### src/sv/bhq_pkg.sv
// ----------------------------------------------------------------------------
// bhq_pkg
// Shared constants, types and state codes for the binary min-heap queue.
// ----------------------------------------------------------------------------
package bhq_pkg;

    localparam int CAPACITY   = 1024;
    localparam int COORD_BITS = 8;
    localparam int KEY_BITS   = 16;
    localparam int ADDR_W     = $clog2(CAPACITY);
    localparam int CNT_W      = $clog2(CAPACITY + 1);
    localparam int IDX_W      = ADDR_W + 2;

    typedef enum logic {
        OP_INSERT  = 1'b0,
        OP_EXTRACT = 1'b1
    } op_t;

    typedef enum logic [2:0] {
        S_IDLE,
        S_UP,
        S_EX_LOAD,
        S_DOWN,
        S_FIN
    } state_t;

    typedef struct packed {
        logic [KEY_BITS-1:0]   key;
        logic [COORD_BITS-1:0] row;
        logic [COORD_BITS-1:0] column;
    } entry_t;

    typedef struct packed {
        logic                we;
        logic [ADDR_W-1:0]   waddr;
        entry_t              wdata;
        logic [ADDR_W-1:0]   raddr_a;
        logic [ADDR_W-1:0]   raddr_b;
    } ram_req_t;

    typedef struct packed {
        logic             ok;
        entry_t           entry;
        logic [CNT_W-1:0] fill;
    } rsp_t;

endpackage

### src/sv/bhq_if.sv
// ----------------------------------------------------------------------------
// bhq_req_if / bhq_rsp_if
// Valid/ready channels for heap requests and their responses.
// ----------------------------------------------------------------------------
interface bhq_req_if;
    import bhq_pkg::*;

    logic                  valid;
    logic                  ready;
    logic                  op;
    logic [KEY_BITS-1:0]   key_in;
    logic [COORD_BITS-1:0] row_in;
    logic [COORD_BITS-1:0] column_in;

    modport source (output valid, op, key_in, row_in, column_in, input ready);
    modport sink   (input valid, op, key_in, row_in, column_in, output ready);
endinterface


### src/sv/bhq_ctrl.sv
// ----------------------------------------------------------------------------
// bhq_ctrl
// Heap engine: insert with sift-up, extract-min with sift-down, one level
// per memory read round trip.
// ----------------------------------------------------------------------------
module bhq_ctrl (
    input  logic              clk,
    input  logic              rst_n,
    bhq_req_if.sink           req,
    output bhq_pkg::ram_req_t ram_req,
    input  bhq_pkg::entry_t   rd_a,
    input  bhq_pkg::entry_t   rd_b,
    input  logic              slot_free,
    output bhq_pkg::rsp_t     res,
    output logic              res_load
);
    import bhq_pkg::*;

    state_t            state_reg, state_next;
    logic [CNT_W-1:0]  cnt_reg, cnt_next;
    logic [ADDR_W-1:0] pos_reg, pos_next;
    entry_t            mv_reg, mv_next;
    entry_t            top_reg, top_next;
    logic              ok_reg, ok_next;
    logic              wr_fin_reg, wr_fin_next;

    logic [ADDR_W-1:0] par_idx;
    logic [ADDR_W-1:0] gpar_idx;
    logic [ADDR_W-1:0] ins_par_idx;
    logic [IDX_W-1:0]  left_idx;
    logic [IDX_W-1:0]  right_idx;
    logic [IDX_W-1:0]  n_ext;
    logic              pick_right;
    logic [ADDR_W-1:0] pick_idx;
    logic [IDX_W-1:0]  child_l;
    logic [IDX_W-1:0]  child_r;

    // index arithmetic
    assign par_idx     = (pos_reg - ADDR_W'(1)) >> 1;
    assign gpar_idx    = (par_idx - ADDR_W'(1)) >> 1;
    assign ins_par_idx = (cnt_reg[ADDR_W-1:0] - ADDR_W'(1)) >> 1;
    assign left_idx    = {1'b0, pos_reg, 1'b1};
    assign right_idx   = left_idx + IDX_W'(1);
    assign n_ext       = IDX_W'(cnt_reg);
    assign pick_right  = !(rd_a.key < rd_b.key);
    assign pick_idx    = pick_right ? right_idx[ADDR_W-1:0] : left_idx[ADDR_W-1:0];
    assign child_l     = {1'b0, pick_idx, 1'b1};
    assign child_r     = child_l + IDX_W'(1);

    assign req.ready = (state_reg == S_IDLE);

    // state registers
    always_ff @(posedge clk or negedge rst_n)
    begin
        if (!rst_n)
        begin
            state_reg  <= S_IDLE;
            cnt_reg    <= '0;
            ok_reg     <= 1'b0;
            wr_fin_reg <= 1'b0;
        end
        else
        begin
            state_reg  <= state_next;
            cnt_reg    <= cnt_next;
            ok_reg     <= ok_next;
            wr_fin_reg <= wr_fin_next;
        end
    end

    // working registers
    always_ff @(posedge clk)
    begin
        pos_reg <= pos_next;
        mv_reg  <= mv_next;
        top_reg <= top_next;
    end

    // next state, memory requests and response
    always_comb
    begin
        state_next     = state_reg;
        cnt_next       = cnt_reg;
        pos_next       = pos_reg;
        mv_next        = mv_reg;
        top_next       = top_reg;
        ok_next        = ok_reg;
        wr_fin_next    = wr_fin_reg;
        ram_req        = '0;
        ram_req.wdata  = mv_reg;
        ram_req.waddr  = pos_reg;
        res_load       = 1'b0;
        res.ok         = ok_reg;
        res.entry      = top_reg;
        res.fill       = cnt_reg;

        case (state_reg)
            S_IDLE:
            begin
                if (req.valid)
                begin
                    top_next = '0;
                    if (op_t'(req.op) == OP_INSERT)
                    begin
                        if (cnt_reg == CNT_W'(CAPACITY))
                        begin
                            ok_next     = 1'b0;
                            wr_fin_next = 1'b0;
                            state_next  = S_FIN;
                        end
                        else
                        begin
                            ok_next        = 1'b1;
                            mv_next.key    = req.key_in;
                            mv_next.row    = req.row_in;
                            mv_next.column = req.column_in;
                            pos_next       = cnt_reg[ADDR_W-1:0];
                            cnt_next       = cnt_reg + CNT_W'(1);
                            wr_fin_next    = 1'b1;
                            ram_req.raddr_a = ins_par_idx;
                            state_next     = (cnt_reg == '0) ? S_FIN : S_UP;
                        end
                    end
                    else
                    begin
                        if (cnt_reg == '0)
                        begin
                            ok_next     = 1'b0;
                            wr_fin_next = 1'b0;
                            state_next  = S_FIN;
                        end
                        else
                        begin
                            ok_next         = 1'b1;
                            ram_req.raddr_a = '0;
                            ram_req.raddr_b = cnt_reg[ADDR_W-1:0] - ADDR_W'(1);
                            cnt_next        = cnt_reg - CNT_W'(1);
                            state_next      = S_EX_LOAD;
                        end
                    end
                end
            end

            // parent read back: move it down or stop
            S_UP:
            begin
                if (mv_reg.key < rd_a.key)
                begin
                    ram_req.we      = 1'b1;
                    ram_req.wdata   = rd_a;
                    pos_next        = par_idx;
                    ram_req.raddr_a = gpar_idx;
                    if (par_idx == '0)
                    begin
                        state_next = S_FIN;
                    end
                end
                else
                begin
                    state_next = S_FIN;
                end
            end

            // root and last entry read back
            S_EX_LOAD:
            begin
                top_next        = rd_a;
                mv_next         = rd_b;
                pos_next        = '0;
                ram_req.raddr_a = ADDR_W'(1);
                ram_req.raddr_b = ADDR_W'(2);
                if (cnt_reg == '0)
                begin
                    wr_fin_next = 1'b0;
                    state_next  = S_FIN;
                end
                else
                begin
                    wr_fin_next = 1'b1;
                    state_next  = S_DOWN;
                end
            end

            // children read back: pull the smaller one up or stop
            S_DOWN:
            begin
                if (right_idx < n_ext)
                begin
                    if (rd_b.key < mv_reg.key || rd_a.key < mv_reg.key)
                    begin
                        ram_req.we      = 1'b1;
                        ram_req.wdata   = pick_right ? rd_b : rd_a;
                        pos_next        = pick_idx;
                        ram_req.raddr_a = child_l[ADDR_W-1:0];
                        ram_req.raddr_b = child_r[ADDR_W-1:0];
                    end
                    else
                    begin
                        state_next = S_FIN;
                    end
                end
                else if (left_idx < n_ext && rd_a.key < mv_reg.key)
                begin
                    ram_req.we    = 1'b1;
                    ram_req.wdata = rd_a;
                    pos_next      = left_idx[ADDR_W-1:0];
                    state_next    = S_FIN;
                end
                else
                begin
                    state_next = S_FIN;
                end
            end

            // place the moving entry and hand over the response
            S_FIN:
            begin
                ram_req.we = wr_fin_reg;
                if (slot_free)
                begin
                    res_load   = 1'b1;
                    state_next = S_IDLE;
                end
            end

            default:
            begin
                state_next = S_IDLE;
            end
        endcase
    end

`ifndef SYNTHESIS
    a_cnt_bound: assert property (@(posedge clk) disable iff (!rst_n)
        cnt_reg <= CNT_W'(CAPACITY))
        else $error("entry count above capacity");

    a_cnt_step: assert property (@(posedge clk) disable iff (!rst_n)
        (req.valid && req.ready) |=>
            (cnt_reg == $past(cnt_reg) || cnt_reg == $past(cnt_reg) + CNT_W'(1) ||
             cnt_reg == $past(cnt_reg) - CNT_W'(1)))
        else $error("entry count moved by more than one");

    a_down_no_overlap: assert property (@(posedge clk) disable iff (!rst_n)
        (state_reg == S_DOWN && ram_req.we && state_next == S_DOWN) |->
            (ram_req.waddr != ram_req.raddr_a && ram_req.waddr != ram_req.raddr_b))
        else $error("sift-down write overlaps a child read");

    a_load_to_idle: assert property (@(posedge clk) disable iff (!rst_n)
        res_load |=> (state_reg == S_IDLE))
        else $error("response loaded without returning to idle");

    a_cnt_stable_busy: assert property (@(posedge clk) disable iff (!rst_n)
        (state_reg != S_IDLE) |=> (cnt_reg == $past(cnt_reg)))
        else $error("entry count changed mid-operation");
`endif

endmodule

### src/flat_wrapper.sv
// flat-port wrapper written by rule: the top's interface ports become plain ports
module bhq_ctrl_flat import bhq_pkg::*;
  (clk, rst_n, ram_req, rd_a, rd_b, slot_free, res, res_load, req_valid, req_op, req_key_in, req_row_in, req_column_in, req_ready);
  bhq_req_if req_i ();
  input  logic clk;
  input  logic rst_n;
  output bhq_pkg::ram_req_t ram_req;
  input  bhq_pkg::entry_t rd_a;
  input  bhq_pkg::entry_t rd_b;
  input  logic slot_free;
  output bhq_pkg::rsp_t res;
  output logic res_load;
  input wire logic [$bits(req_i.valid)-1:0] req_valid;
  input wire logic [$bits(req_i.op)-1:0] req_op;
  input wire logic [$bits(req_i.key_in)-1:0] req_key_in;
  input wire logic [$bits(req_i.row_in)-1:0] req_row_in;
  input wire logic [$bits(req_i.column_in)-1:0] req_column_in;
  output wire logic [$bits(req_i.ready)-1:0] req_ready;
  assign req_i.valid = req_valid;
  assign req_i.op = req_op;
  assign req_i.key_in = req_key_in;
  assign req_i.row_in = req_row_in;
  assign req_i.column_in = req_column_in;
  assign req_ready = req_i.ready;
  bhq_ctrl u_core (.clk(clk), .rst_n(rst_n), .req(req_i), .ram_req(ram_req), .rd_a(rd_a), .rd_b(rd_b), .slot_free(slot_free), .res(res), .res_load(res_load));
endmodule
### config.mk
export PLATFORM = sky130hd
export DESIGN_NAME = bhq_ctrl_flat
export DESIGN_NICKNAME = d
export VERILOG_FILES = /design/src/sv/bhq_pkg.sv /design/src/sv/bhq_if.sv /design/src/sv/bhq_ctrl.sv /design/src/flat_wrapper.sv
export SDC_FILE = /design/constraint.sdc
export NUM_CORES = 1
export LEC_CHECK = 0
export BUFFER_PORTS_ARGS = -buffer_cell sky130_fd_sc_hd__clkbuf_2
export CORE_ASPECT_RATIO = 1.5
export CORE_MARGIN = 4
export CORE_UTILIZATION = 25
export CTS_BUF_LIST = sky130_fd_sc_hd__clkbuf_4
export DETAILED_ROUTE_END_ITERATION = 16
export PLACE_DENSITY = 0.44
export SYNTH_ARGS = -nofsm -noshare
export SYNTH_HDL_FRONTEND = slang
export SYNTH_SLANG_ARGS = --single-unit
export TNS_END_PERCENT = 10
### constraint.sdc
create_clock -name clk -period 5.1 [get_ports clk]
set_input_delay 0.51 -clock clk [delete_from_list [all_inputs] [get_ports clk]]
set_output_delay 0.51 -clock clk [all_outputs]
set_load 0.02 [all_outputs]
==> metrics.txt <==
Cells after Synth=1,144; DR pass1 iterations=4; Post-layout nets=1,516; sequential fraction of the synthesis area=28.51%; top cell type by total area after synthesis=edfxtp_1; Die Area=0.04000 mm²; final clock skew=0.02656 ns; Syn Nets=1,326; total power=0.007362 W; CTS tree=done; ANT nets after route=0; residual DRC count=0; max cap viols=0; wire per inst=22.29 µm; Yosys top cell area share=24.15%; post-synth cell types=78; synth-to-layout area growth=20.60%; Die Height=242.9 µm; Initial Util=25.44%; clock sink count=90; commonest non-fill, non-tap cell in the layout=clkbuf_2; Total GRT Usage=19.94%; IO Count=210; cts bufs inserted=9; hold depth=3; Syn. warnings=0; PwrDens=663.5 mW/mm²; CP max FO=15; fin crit period=4.940 ns; Die Width=164.6 µm; number of buffers added on ports=209; Core ar.=0.03616 mm²; vias in the first global route=9,729; crit end category=output pin; via count=9,542; #FFs+latches synth=90; status=finished, final reports clean; hold slack final=0.1806 ns; WL final=40,540 µm; final instance area=0.01110 mm²; pre-CTS setup slack=0.4472 ns; Async SR Flop Fraction=17.78%; Slew @ Worst Pin=1.074 ns; H-Tree Depth=3; row count=85; Critical Path Source Type=flip-flop; gr ovfl total=0; FF-to-FF path depth=15; Post-Syn Area per Cell=8.042 µm²; initial antenna violation count=2; Top FF cell, synth=edfxtp_1; Tcrit/Tclk final=96.87%; RSZ-0062 raised after global routing=true; Area after DPL=0.01085 mm²; critical path type=flip-flop to output pin; initial DRC count=577; most frequent cells in the layout=clkbuf_2 (209), nand2_1 (165), ha_1 (80); Synth area leaders=edfxtp_1 (24%), ha_1 (11%), nand2_1 (6.8%); CTS Buffer Depth=2; FILL cells=4,004; clk root buf=clkbuf_4; max-slew violation count=0; crit path DAT=4.43 ns; final hold violations=0; largest net degree at the start of global routing=53; f_max=202.4 MHz; CTS clk-pin slew, worst paths=0.17 ns; Worst IR Drop VDD=291.4 µV; share of post-route cells with drive strength above 1=24.05%; Finished Core Util=30.69%; dpl hpwl=31,350 µm; GP Congestion=0.9223; number of synthesized flops with an enable pin=74; Vias/cell=5.246; class of the worst hold path=input pin to flip-flop; WP data required=4.59 ns; Post-Syn Area=0.009200 mm²; relative slew slack=28.30%; leakage power=4.751 nW; final worst slack=0.1596 ns; clk_lat worst skew=0.58 ns; first-pass GRT wire length=60,150 µm; Final setup viols=0
-- cells in the mapped netlist (4+ instances only) --
master / instances
inv_1: 74
xnor2_1: 44
ha_1: 80
a21oi_1: 80
mux2i_1: 23
nor4_1: 5
o31a_1: 6
buf_2: 17
a211o_1: 4
dfrtp_1: 16
xor2_1: 11
a31oi_1: 15
o21ai_0: 39
and3_1: 4
or2_2: 7
o221ai_1: 25
mux2_2: 10
or3_1: 5
and2_1: 29
nor2b_1: 8
edfxtp_1: 74
nor2_1: 80
o211ai_1: 48
buf_4: 6
nand4_1: 9
o22ai_1: 8
nor3_1: 64
nand3_1: 17
a21o_1: 11
a32oi_1: 22
nand2_1: 167
a22oi_1: 13
clkbuf_1: 51
-- metal layers --
metal	GRT usage, %	share of wire, %
met1	22.06	38
met2	36.55	53
met3	2.987	4.2
met4	9.621	4.5
met5	0	0
-- critical path, cell delays in order (launching register included) --
cell      delay [ns]
edfxtp_1        0.44
ha_1            0.28
nand3_2         0.21
or2_2           0.37
xnor2_1         0.14
ha_1            0.31
a21oi_1         0.13
o21ai_0         0.09
a211o_1         0.39
or2_4           0.38
a21oi_2         0.15
buf_4           0.23
o211ai_1        0.12
a32oi_1         0.37
clkbuf_2        0.25
-- kinds of logic (layout without fill, tap and decap cells) --
| family | after synthesis | count (layout) | synth area share [%] |
|---|---|---|---|
| AND/OR/NAND/NOR | 417 | 418 | 21.12 |
| XOR/XNOR | 55 | 55 | 5.236 |
| flip-flops | 90 | 90 | 28.51 |
| other | 0 | 2 | 0 |
| adder cells (fa/ha/maj) | 81 | 81 | 11.10 |
| buffers and inverters | 154 | 348 | 6.841 |
| AO/OA/AOI/OAI | 314 | 314 | 23.47 |
| multiplexers | 33 | 33 | 3.726 |
-- final timing paths --
kind | from | slack (ns) | to
max in group asynchronous | rst_n | 4.37 | u_core.cnt_reg[6]
max reg2reg | u_core.pos_reg[1] | 1.03 | u_core.pos_reg[8]
min in group asynchronous | rst_n | 0.42 | u_core.cnt_reg[10]
min | req_row_in[0] | 0.18 | u_core.mv_reg[8]
max | u_core.pos_reg[1] | 0.16 | ram_req[41]
min reg2reg | u_core.ok_reg | 0.50 | u_core.ok_reg
-- final cells by class --
type / count / area, µm² / share of cell area (%)
clock inverter: 5 / 40.04 / 0.3608
inverter: 77 / 289.0 / 2.605
tap: 478 / 598.1 / 5.390
antenna: 2 / 5.005 / 0.04511
clock buffer: 11 / 82.58 / 0.7443
timing repair buffer: 255 / 1423 / 12.82
sequential: 90 / 2623 / 23.64
multi-input combinational: 901 / 6036 / 54.40
-- metrics by stage --
step / setup TNS [ns] / std cells
after floorplan: 0 / 1144
after global placement: 0 / 1793
after detailed placement: 0 / 1793
after CTS: 0 / 1814
after global routing: -0.01072 / 1819
final: 0 / 1819
-- what timing repair did --
item,in CTS,in global routing
hold endpoints to repair,16,0
cloned,0,1
hold buffers,1,0
endpoints found under the setup margin,35,29
pin swaps,1,1
buffers inserted,4,2
gates resized for setup,5,7
-- where the power goes --
group	switching, W	internal, W
Clock	0.000310	0.000113
Sequential	0.000293	0.00115
Combinational	0.00361	0.00188
(Power assumes the default switching activity.)
