===== config.mk =====
export PLATFORM = sky130hd
export DESIGN_NAME = bhq_out_reg_flat
export DESIGN_NICKNAME = d
export VERILOG_FILES = /design/src/sv/bhq_pkg.sv /design/src/sv/bhq_if.sv /design/src/sv/bhq_out_reg.sv /design/src/flat_wrapper.sv
export SDC_FILE = /design/constraint.sdc
export NUM_CORES = 1
export LEC_CHECK = 0
export BUFFER_PORTS_ARGS = -buffer_cell sky130_fd_sc_hd__buf_2
export CORE_ASPECT_RATIO = 1.5
export CORE_UTILIZATION = 41
export CTS_BUF_LIST = sky130_fd_sc_hd__clkbuf_8 sky130_fd_sc_hd__clkbuf_16
export DETAILED_ROUTE_END_ITERATION = 12
export PLACE_DENSITY_LB_ADDON = 0.12
export SYNTH_ARGS = -nofsm -noshare
export SYNTH_HDL_FRONTEND = slang
export SYNTH_SLANG_ARGS = --single-unit
export TNS_END_PERCENT = 5

===== constraint.sdc =====
create_clock -name clk -period 1.49 [get_ports clk]
set_input_delay 0.149 -clock clk [delete_from_list [all_inputs] [get_ports clk]]
set_output_delay 0.149 -clock clk [all_outputs]
set_load 0.03 [all_outputs]

===== src/sv/bhq_pkg.sv =====
// ----------------------------------------------------------------------------
// bhq_pkg
// Shared constants, types and state codes for the binary min-heap queue.
// ----------------------------------------------------------------------------
package bhq_pkg;

    localparam int CAPACITY   = 1024;
    localparam int COORD_BITS = 8;
    localparam int KEY_BITS   = 16;
    localparam int ADDR_W     = $clog2(CAPACITY);
    localparam int CNT_W      = $clog2(CAPACITY + 1);
    localparam int IDX_W      = ADDR_W + 2;

    typedef enum logic {
        OP_INSERT  = 1'b0,
        OP_EXTRACT = 1'b1
    } op_t;

    typedef enum logic [2:0] {
        S_IDLE,
        S_UP,
        S_EX_LOAD,
        S_DOWN,
        S_FIN
    } state_t;

    typedef struct packed {
        logic [KEY_BITS-1:0]   key;
        logic [COORD_BITS-1:0] row;
        logic [COORD_BITS-1:0] column;
    } entry_t;

    typedef struct packed {
        logic                we;
        logic [ADDR_W-1:0]   waddr;
        entry_t              wdata;
        logic [ADDR_W-1:0]   raddr_a;
        logic [ADDR_W-1:0]   raddr_b;
    } ram_req_t;

    typedef struct packed {
        logic             ok;
        entry_t           entry;
        logic [CNT_W-1:0] fill;
    } rsp_t;

endpackage


===== src/sv/bhq_if.sv =====


interface bhq_rsp_if;
    import bhq_pkg::*;

    logic                  valid;
    logic                  ready;
    logic                  ok;
    logic [KEY_BITS-1:0]   key_out;
    logic [COORD_BITS-1:0] row_out;
    logic [COORD_BITS-1:0] column_out;
    logic [CNT_W-1:0]      fill;

    modport source (output valid, ok, key_out, row_out, column_out, fill, input ready);
    modport sink   (input valid, ok, key_out, row_out, column_out, fill, output ready);
endinterface


===== src/sv/bhq_out_reg.sv =====
// ----------------------------------------------------------------------------
// bhq_out_reg
// Response register between the heap engine and the response channel.
// ----------------------------------------------------------------------------
module bhq_out_reg (
    input  logic          clk,
    input  logic          rst_n,
    input  bhq_pkg::rsp_t res,
    input  logic          res_load,
    output logic          slot_free,
    bhq_rsp_if.source     rsp
);
    import bhq_pkg::*;

    logic valid_reg;
    rsp_t data_reg;

    // valid flag
    always_ff @(posedge clk or negedge rst_n)
    begin
        if (!rst_n)
        begin
            valid_reg <= 1'b0;
        end
        else if (res_load)
        begin
            valid_reg <= 1'b1;
        end
        else if (rsp.ready)
        begin
            valid_reg <= 1'b0;
        end
    end

    // payload
    always_ff @(posedge clk)
    begin
        if (res_load)
        begin
            data_reg <= res;
        end
    end

    assign slot_free      = !valid_reg || rsp.ready;
    assign rsp.valid      = valid_reg;
    assign rsp.ok         = data_reg.ok;
    assign rsp.key_out    = data_reg.entry.key;
    assign rsp.row_out    = data_reg.entry.row;
    assign rsp.column_out = data_reg.entry.column;
    assign rsp.fill       = data_reg.fill;

endmodule


===== src/flat_wrapper.sv =====
// flat-port wrapper written by rule: the top's interface ports become plain ports
module bhq_out_reg_flat import bhq_pkg::*;
  (clk, rst_n, res, res_load, slot_free, rsp_valid, rsp_ok, rsp_key_out, rsp_row_out, rsp_column_out, rsp_fill, rsp_ready);
  bhq_rsp_if rsp_i ();
  input  logic clk;
  input  logic rst_n;
  input  bhq_pkg::rsp_t res;
  input  logic res_load;
  output logic slot_free;
  output wire logic [$bits(rsp_i.valid)-1:0] rsp_valid;
  output wire logic [$bits(rsp_i.ok)-1:0] rsp_ok;
  output wire logic [$bits(rsp_i.key_out)-1:0] rsp_key_out;
  output wire logic [$bits(rsp_i.row_out)-1:0] rsp_row_out;
  output wire logic [$bits(rsp_i.column_out)-1:0] rsp_column_out;
  output wire logic [$bits(rsp_i.fill)-1:0] rsp_fill;
  input wire logic [$bits(rsp_i.ready)-1:0] rsp_ready;
  assign rsp_valid = rsp_i.valid;
  assign rsp_ok = rsp_i.ok;
  assign rsp_key_out = rsp_i.key_out;
  assign rsp_row_out = rsp_i.row_out;
  assign rsp_column_out = rsp_i.column_out;
  assign rsp_fill = rsp_i.fill;
  assign rsp_i.ready = rsp_ready;
  bhq_out_reg u_core (.clk(clk), .rst_n(rst_n), .res(res), .res_load(res_load), .slot_free(slot_free), .rsp(rsp_i));
endmodule

==> results.json, run 1 <==
{
  "global_route.usage.total_pct": 13.6,
  "final_net_count": 198,
  "wl_per_cell_um": 12.0,
  "p_leak_nw": 0.886,
  "powerDensity_nw_per_um2": 1330,
  "dp.final_hpwl_um": 1840,
  "route.vias.total": 817,
  "antenna_left": 0,
  "via_per_inst": 4.28,
  "number_of_antenna_violations_at_the_first_check_in_global_routing": 0,
  "final.setup_skew_ns": 0,
  "period_needed_ns": 1.11,
  "post-route-period-util_pct": 74.7,
  "floorplan.initialDensity_pct": 43.3,
  "postcts_setup_bufs": 0,
  "synth_fp_nets": 95,
  "cts.htree.levels": 2,
  "clock_edge_transition_at_the_registers_on_the_reported_setup_and_hold_paths_ns": 0.08,
  "ir_drop_v": 0.000874,
  "first_global_vias": 737,
  "cts_root_buf": "sky130_fd_sc_hd__clkbuf_8",
  "grt_first_pass_wirelength_um": 3310,
  "setup.worst_path.start_class": "flip-flop",
  "register_bit_total_from_synthesis": 45,
  "timing_max_transition_violations_final": 0,
  "maxcap_viol_count": 0,
  "setup-tns-final_ns": 0,
  "total_routed_wirelength_um": 2290,
  "layout-area-overhead-vs-synth_pct": 46.9,
  "data_required_time_at_the_worst_endpoint_ns": 1.34,
  "setup-violations-final": 0,
  "floorplan.die_area_um2": 3580,
  "timing_worst_setup_path_type": "flip-flop to output port",
  "place.port_buffers": 93,
  "ctsLongestPathBuffers": 2,
  "maxClockFrequency_mhz": 898,
  "numCtsBuffers": 5,
  "path_max_fanout": 2,
  "fp.dieW_um": 49.2,
  "top_level_ports": 94,
  "mappedNetlistArea_um2": 1370,
  "drt-initial-drc-count": 14,
  "core_region_area_um2": 3160,
  "route.detailed.drc": 0,
  "timing.final.hold_violations": 0,
  "timing.slew.headroom_pct": 79.8,
  "gpl.final_weighted_congestion": 0.690,
  "yosysSeqAreaShare_pct": 98.4,
  "synthesis.area_per_instance_um2": 29.1,
  "clock_sink_count": 45,
  "drt_pass1_iterations": 4,
  "drive_gt1_share_pct": 69.5,
  "run_status": "complete, no violations",
  "critPathArrivalTime_ns": 0.96,
  "grt_setup_unrepaired": "false",
  "total_number_of_placement_rows": 25,
  "number_of_cells_produced_by_synthesis": 47,
  "largest_register_ffs": 16,
  "grt_max_degree": 27,
  "die-height_um": 72.8,
  "timing_worst_slew_pin_value_ns": 0.302,
  "holdWs_ns": 0.0291,
  "end_kind": "output port",
  "timing.hold.worst.class": "primary input to flip-flop",
  "overflow": 0,
  "ys.warnings.count": 0,
  "diodes": 0,
  "synth.lib_cells_used.distinct": 4,
  "tritoncts": "yes",
  "worstSkewPairLatency_ns": 0.29
}
[per-stage QoR]
stage                     setup WS [ns]  utilization [%]  power (mW)  cell area [um2]  std cells
final                             0.377             63.6        2.68             2010        191
after detailed placement          0.605             60.1        1.94             1900        182
after global routing              0.333             63.6        2.77             2010        191
after CTS                         0.364             63.6        2.71             2010        191
after floorplan                   0.638                -        1.77             1370         47
after global placement            0.620             60.1        1.94             1900        182
[cells in the final DEF, fill, tap and decap left out]
master,instances
sky130_fd_sc_hd__dfrtp_1,1
sky130_fd_sc_hd__edfxtp_1,44
sky130_fd_sc_hd__nand2b_4,1
sky130_fd_sc_hd__clkbuf_8,7
sky130_fd_sc_hd__clkinv_2,1
sky130_fd_sc_hd__dlygate4sd3_1,1
sky130_fd_sc_hd__buf_4,2
sky130_fd_sc_hd__buf_2,93
sky130_fd_sc_hd__nand2b_2,1
[synthesized netlist by cell type]
library cell,instances,share of area [%]
sky130_fd_sc_hd__nand2b_2,1,0.64
sky130_fd_sc_hd__nand2b_4,1,1.0
sky130_fd_sc_hd__dfrtp_1,1,1.8
sky130_fd_sc_hd__edfxtp_1,44,97
[worst paths after layout]
kind                                   from                     to  slack (ns)  cells past startpoint
hold reg to reg            u_core.rsp.valid       u_core.rsp.valid        0.53                      2
hold / removal                      res[23]  u_core.rsp.row_out[4]        0.03                      1
setup reg to reg           u_core.rsp.valid       u_core.rsp.valid        0.85                      2
max in group asynchronous             rst_n       u_core.rsp.valid        1.24                      2
setup / recovery           u_core.rsp.valid              slot_free        0.38                      2
min in group asynchronous             rst_n       u_core.rsp.valid        0.17                      2
[layout make-up]
cell class,count,area (um2)
sequential,45,1350
clock inverter,1,5.00
fill,258,1150
multi-input combinational,2,22.5
tap,40,50.0
clock buffer,7,96.3
timing repair buffer,96,490
[power breakdown]
group	total, mW	switching (mW)	internal [mW]
Combinational	0.390	0.273	0.116
Clock	0.768	0.350	0.418
Sequential	1.52	0.0221	1.50
[per-layer routing]
layer  share of wire (%)  global-route usage, %  up-vias
met5                   0                      0        -
met4                 2.4                   7.84        0
met3                  11                   6.25        5
met2                  52                   23.6       65
met1                  35                   12.9      357
li1                    -                      -      390
[cell families after synthesis]
logic type,synth area share (%)
DFF,98.4
and+or+nand+nor,1.65
[worst max-delay path, cell delays in order, from the launching register on]
cell and delay [ns]:
sky130_fd_sc_hd__dfrtp_1 0.41, sky130_fd_sc_hd__nand2b_4 0.08, sky130_fd_sc_hd__buf_2 0.19
[what timing repair did]
| item | CTS | global route |
|---|---|---|
| gates resized for setup | 0 | 0 |
| hold buffers | 1 | 0 |
| setup endpoints to repair | 0 | 0 |
| endpoints found under the hold margin | 1 | 0 |
Power figures use the tool's default switching activity.
==> inputs of run 2 (changes only) <==
--- a/config.mk
+++ b/config.mk
@@ -7,7 +7,7 @@
 export LEC_CHECK = 0
 export BUFFER_PORTS_ARGS = -buffer_cell sky130_fd_sc_hd__buf_2
 export CORE_ASPECT_RATIO = 1.5
-export CORE_UTILIZATION = 41
+export CORE_UTILIZATION = 40
 export CTS_BUF_LIST = sky130_fd_sc_hd__clkbuf_8 sky130_fd_sc_hd__clkbuf_16
 export DETAILED_ROUTE_END_ITERATION = 12
 export PLACE_DENSITY_LB_ADDON = 0.12
==> constraint.sdc (replaced) <==
create_clock -name clk -period 1.1 [get_ports clk]
set_input_delay 0.11 -clock clk [delete_from_list [all_inputs] [get_ports clk]]
set_output_delay 0.11 -clock clk [all_outputs]
set_load 0.03 [all_outputs]
==> results.json, run 2 (synthesized netlist as in run 1, its figures left out) <==
{
  "timing.final.hold_violations": 0,
  "timing.slew.headroom_pct": 85.4,
  "drive_gt1_share_pct": 56.1,
  "timing_worst_setup_path_type": "flip-flop to output port",
  "setup.worst_path.start_class": "flip-flop",
  "ir_drop_v": 0.000941,
  "number_of_antenna_violations_at_the_first_check_in_global_routing": 0,
  "filler_cell_count": 210,
  "place.port_buffers": 93,
  "floorplan.initialDensity_pct": 42.5,
  "run_status": "complete, no violations",
  "p_leak_nw": 1.00,
  "critPathArrivalTime_ns": 0.94,
  "first_global_vias": 902,
  "global_route.usage.total_pct": 14.9,
  "worstSkewPairLatency_ns": 0.28,
  "timing_max_transition_violations_final": 0,
  "gpl.final_weighted_congestion": 0.695,
  "pwr_total_mw": 3.55,
  "worst_path_largest_cell_delay_ns": 0.40,
  "overflow": 0,
  "cts_root_buf": "sky130_fd_sc_hd__clkbuf_8",
  "numCtsBuffers": 5,
  "dp_worst_setup_slack_ns": 0.324,
  "fp.dieW_um": 49.8,
  "data_required_time_at_the_worst_endpoint_ns": 0.99,
  "crit_path_cell_trace": "nand2b_4 -> clkbuf_4",
  "cts.htree.levels": 2,
  "worst_slack_ns": 0.0490,
  "wl_per_cell_um": 12.0,
  "total_routed_wirelength_um": 2630,
  "drt_pass1_iterations": 3,
  "diodes": 0,
  "setup-tns-final_ns": 0,
  "postcts_setup_bufs": 0,
  "mostFrequentLayoutCell": "sky130_fd_sc_hd__buf_2",
  "post-route-period-util_pct": 95.5,
  "largest_register_ffs": 16,
  "path_max_fanout": 2,
  "layout-area-overhead-vs-synth_pct": 68.3,
  "final_net_count": 228,
  "timing_worst_slew_pin_value_ns": 0.219,
  "period_needed_ns": 1.05,
  "final_cell_mix": "92 x sky130_fd_sc_hd__buf_2, 44 x sky130_fd_sc_hd__edfxtp_1, 32 x sky130_fd_sc_hd__dlygate4sd3_1",
  "die-height_um": 73.6,
  "antenna_left": 0,
  "post-place-cells": 181,
  "setup-violations-final": 0,
  "drt-initial-drc-count": 9,
  "final.setup_skew_ns": 0,
  "maxcap_viol_count": 0,
  "worst_path_max_delay_cell": "sky130_fd_sc_hd__dfrtp_1",
  "grt_setup_unrepaired": "false",
  "ctsLongestPathBuffers": 2,
  "grt_max_degree": 46,
  "stdcell_count": 220,
  "final_cell_area_um2": 2300,
  "r2r_setup_slack_ns": 0.46,
  "route.detailed.drc": 0,
  "dpl_cell_area_um2": 1900,
  "floorplan.die_area_um2": 3660,
  "route.vias.total": 927,
  "clock_sink_count": 45,
  "powerDensity_nw_per_um2": 1540,
  "tritoncts": "yes",
  "top_level_ports": 94,
  "core_region_area_um2": 3220,
  "timing.hold.worst.class": "primary input to flip-flop",
  "total_number_of_placement_rows": 25,
  "clock_edge_transition_at_the_registers_on_the_reported_setup_and_hold_paths_ns": 0.07,
  "end_kind": "output port",
  "maxClockFrequency_mhz": 951,
  "grt_first_pass_wirelength_um": 3870,
  "via_per_inst": 4.21
}
-- run 2: final cells by class --
type	count	area [um2]	area share, %
Clock buffer	5	68.8	2.99
Clock inverter	2	7.51	0.326
Multi-Input combinational cell	2	22.5	0.978
Sequential cell	45	1350	58.4
Tap cell	40	50.0	2.17
Timing Repair Buffer	126	808	35.1
-- run 2: per-layer routing --
| layer | vias to the layer above | global-route usage, % | wire, um |
|---|---|---|---|
| li1 | 450 | - | - |
| met1 | 412 | 15.1 | 922 |
| met2 | 61 | 27.8 | 1440 |
| met3 | 4 | 5.18 | 231 |
| met4 | 0 | 5.40 | 30 |
| met5 | - | 0 | 0 |
-- run 2: metrics by stage --
step | hold slack [ns] | util, %
global route | -0.00194 | 71.5
detailed placement | -0.113 | 59.1
CTS | 0.000384 | 71.1
floorplan | -0.186 | -
global placement | -0.114 | 59.1
finish | 0.0112 | 71.5
-- run 2: power breakdown --
group	internal (mW)	total, mW	switching [mW]
combinational	0.233	0.619	0.386
clock	0.418	0.865	0.447
sequential	2.03	2.06	0.0313
total	2.68	3.55	0.865
-- run 2: worst max-delay path: cells and delay by family, from the launching register on --
family | cells | cell delay, ns
buffers and inverters | 1 | 0.18
DFF | 1 | 0.40
and+or+nand+nor | 1 | 0.08
-- run 2: timing repair --
action                     4_1_cts  5_1_grt
gates resized for setup          0        1
hold buffers                    31        1
setup endpoints to repair        0        1
hold endpoints to repair        31        1
-- run 2: final timing paths --
path,start,endpoint,depth (start not counted)
setup / recovery,u_core.rsp.valid,slot_free,2
hold / removal,res[39],u_core.rsp.key_out[12],1
setup reg to reg,u_core.rsp.valid,u_core.rsp.valid,2
hold reg to reg,u_core.rsp.valid,u_core.rsp.valid,2
max in group asynchronous,rst_n,u_core.rsp.valid,2
min in group asynchronous,rst_n,u_core.rsp.valid,2
==> inputs of run 3 (changes only) <==
--- a/config.mk
+++ b/config.mk
@@ -10,6 +10,7 @@
 export CORE_UTILIZATION = 40
 export CTS_BUF_LIST = sky130_fd_sc_hd__clkbuf_8 sky130_fd_sc_hd__clkbuf_16
 export DETAILED_ROUTE_END_ITERATION = 12
+export GPL_TIMING_DRIVEN = 0
 export PLACE_DENSITY_LB_ADDON = 0.12
 export SYNTH_ARGS = -nofsm -noshare
 export SYNTH_HDL_FRONTEND = slang
==> results.json, run 3 (synthesized netlist as in run 1, its figures left out) <==
{
  "clock_edge_transition_at_the_registers_on_the_reported_setup_and_hold_paths_ns": 0.07,
  "drive_gt1_share_pct": 53.5,
  "gpl.final_weighted_congestion": 0.687,
  "final_cell_area_um2": 2360,
  "numCtsBuffers": 5,
  "cts_root_buf": "sky130_fd_sc_hd__clkbuf_8",
  "setup.worst_path.start_class": "flip-flop",
  "powerDensity_nw_per_um2": 1510,
  "worst_path_largest_cell_delay_ns": 0.41,
  "total_number_of_placement_rows": 25,
  "first_global_vias": 955,
  "post-route-period-util_pct": 96.0,
  "crit_path_cell_trace": "nand2b_4 -> clkbuf_4",
  "dpl_cell_area_um2": 1880,
  "largest_register_ffs": 16,
  "critPathArrivalTime_ns": 0.95,
  "core_region_area_um2": 3220,
  "total_routed_wirelength_um": 2860,
  "drt_pass1_iterations": 2,
  "route.detailed.drc": 0,
  "maxcap_viol_count": 0,
  "cp_num_buf_inv": 1,
  "ir_drop_v": 0.00117,
  "tritoncts": "yes",
  "drt-initial-drc-count": 4,
  "worst_path_max_delay_cell": "sky130_fd_sc_hd__dfrtp_1",
  "final_cell_mix": "92 x sky130_fd_sc_hd__buf_2, 44 x sky130_fd_sc_hd__edfxtp_1, 40 x sky130_fd_sc_hd__dlygate4sd3_1",
  "diodes": 0,
  "timing_worst_slew_pin_value_ns": 0.908,
  "floorplan.initialDensity_pct": 42.5,
  "cts.htree.levels": 2,
  "timing_max_transition_violations_final": 0,
  "worst_path_dominant_cell_family": "flip-flops",
  "wl_per_cell_um": 12.6,
  "global_route.usage.total_pct": 15.8,
  "end_kind": "output port",
  "mostFrequentLayoutCell": "sky130_fd_sc_hd__buf_2",
  "route.vias.total": 983,
  "maxClockFrequency_mhz": 947,
  "grt_first_pass_wirelength_um": 4000,
  "run_status": "complete, no violations",
  "timing.final.hold_violations": 0,
  "number_of_antenna_violations_at_the_first_check_in_global_routing": 0,
  "overflow": 0,
  "floorplan.die_area_um2": 3660,
  "grt_max_degree": 46,
  "worstSkewPairLatency_ns": 0.28,
  "fraction_of_the_core_area_covered_by_cells_at_the_end_of_the_flow_pct": 73.4,
  "filler_cell_count": 204,
  "period_needed_ns": 1.06,
  "path_max_fanout": 2,
  "ctsLongestPathBuffers": 2,
  "fp.dieW_um": 49.8,
  "final_net_count": 235,
  "timing_worst_setup_path_type": "flip-flop to output port",
  "top_level_ports": 94,
  "p_leak_nw": 1.03,
  "timing.hold.worst.class": "primary input to flip-flop",
  "via_per_inst": 4.33,
  "timing.slew.headroom_pct": 39.5,
  "postcts_setup_bufs": 0,
  "die-height_um": 73.6,
  "final.setup_skew_ns": 0,
  "place.port_buffers": 93,
  "setup-tns-final_ns": 0,
  "clock_sink_count": 45,
  "layout-area-overhead-vs-synth_pct": 72.7,
  "antenna_left": 0,
  "data_required_time_at_the_worst_endpoint_ns": 0.99,
  "setup-violations-final": 0,
  "grt_setup_unrepaired": "false"
}
-- run 3: cell type report --
type | instances | area (um2) | share of cell area [%]
sequential | 45 | 1350 | 57.0
multi-input combinational | 2 | 22.5 | 0.953
clock buffer | 5 | 68.8 | 2.91
clock inverter | 2 | 7.51 | 0.318
tap | 40 | 50.0 | 2.12
timing repair buffer | 133 | 868 | 36.7
-- run 3: final timing paths --
| path | from | end | slack [ns] | cells past startpoint |
|---|---|---|---|---|
| max | u_core.rsp.valid | slot_free | 0.04 | 2 |
| min | res[39] | u_core.rsp.key_out[12] | 0.01 | 1 |
| max reg2reg | u_core.rsp.valid | u_core.rsp.valid | 0.46 | 2 |
| min reg2reg | u_core.rsp.valid | u_core.rsp.valid | 0.53 | 2 |
| max in group asynchronous | rst_n | u_core.rsp.valid | 0.89 | 2 |
| min in group asynchronous | rst_n | u_core.rsp.valid | 0.13 | 2 |
-- run 3: timing repair --
item / in CTS / in global routing
gates resized for setup: 0 / 1
endpoints found under the hold margin: 36 / 4
endpoints found under the setup margin: 0 / 1
hold buffers: 36 / 4
-- run 3: per-layer routing --
metal | routed length [um] | share of wire [%] | GRT usage (%)
met1 | 939 | 33 | 13.2
met2 | 1630 | 57 | 31.7
met3 | 205 | 7.2 | 4.97
met4 | 88 | 3.1 | 7.62
met5 | 0 | 0 | 0
-- run 3: per-stage QoR --
stage                     instances  total power [mW]  setup slack [ns]  hold WS [ns]
after floorplan                  47              2.40             0.248        -0.186
after global placement          180              2.61            -0.101        -0.115
after detailed placement        180              2.62            -0.112        -0.114
after CTS                       223              3.59            0.0162      0.000119
after global routing            227              3.70           0.00453      0.000694
final                           227              3.56            0.0435        0.0115
-- run 3: power breakdown --
part           total (mW)  switching, mW  internal [mW]  leakage (nW)
Sequential           2.06         0.0319           2.03         0.441
Combinational       0.635          0.391          0.244         0.544
Clock               0.866          0.448          0.418        0.0428
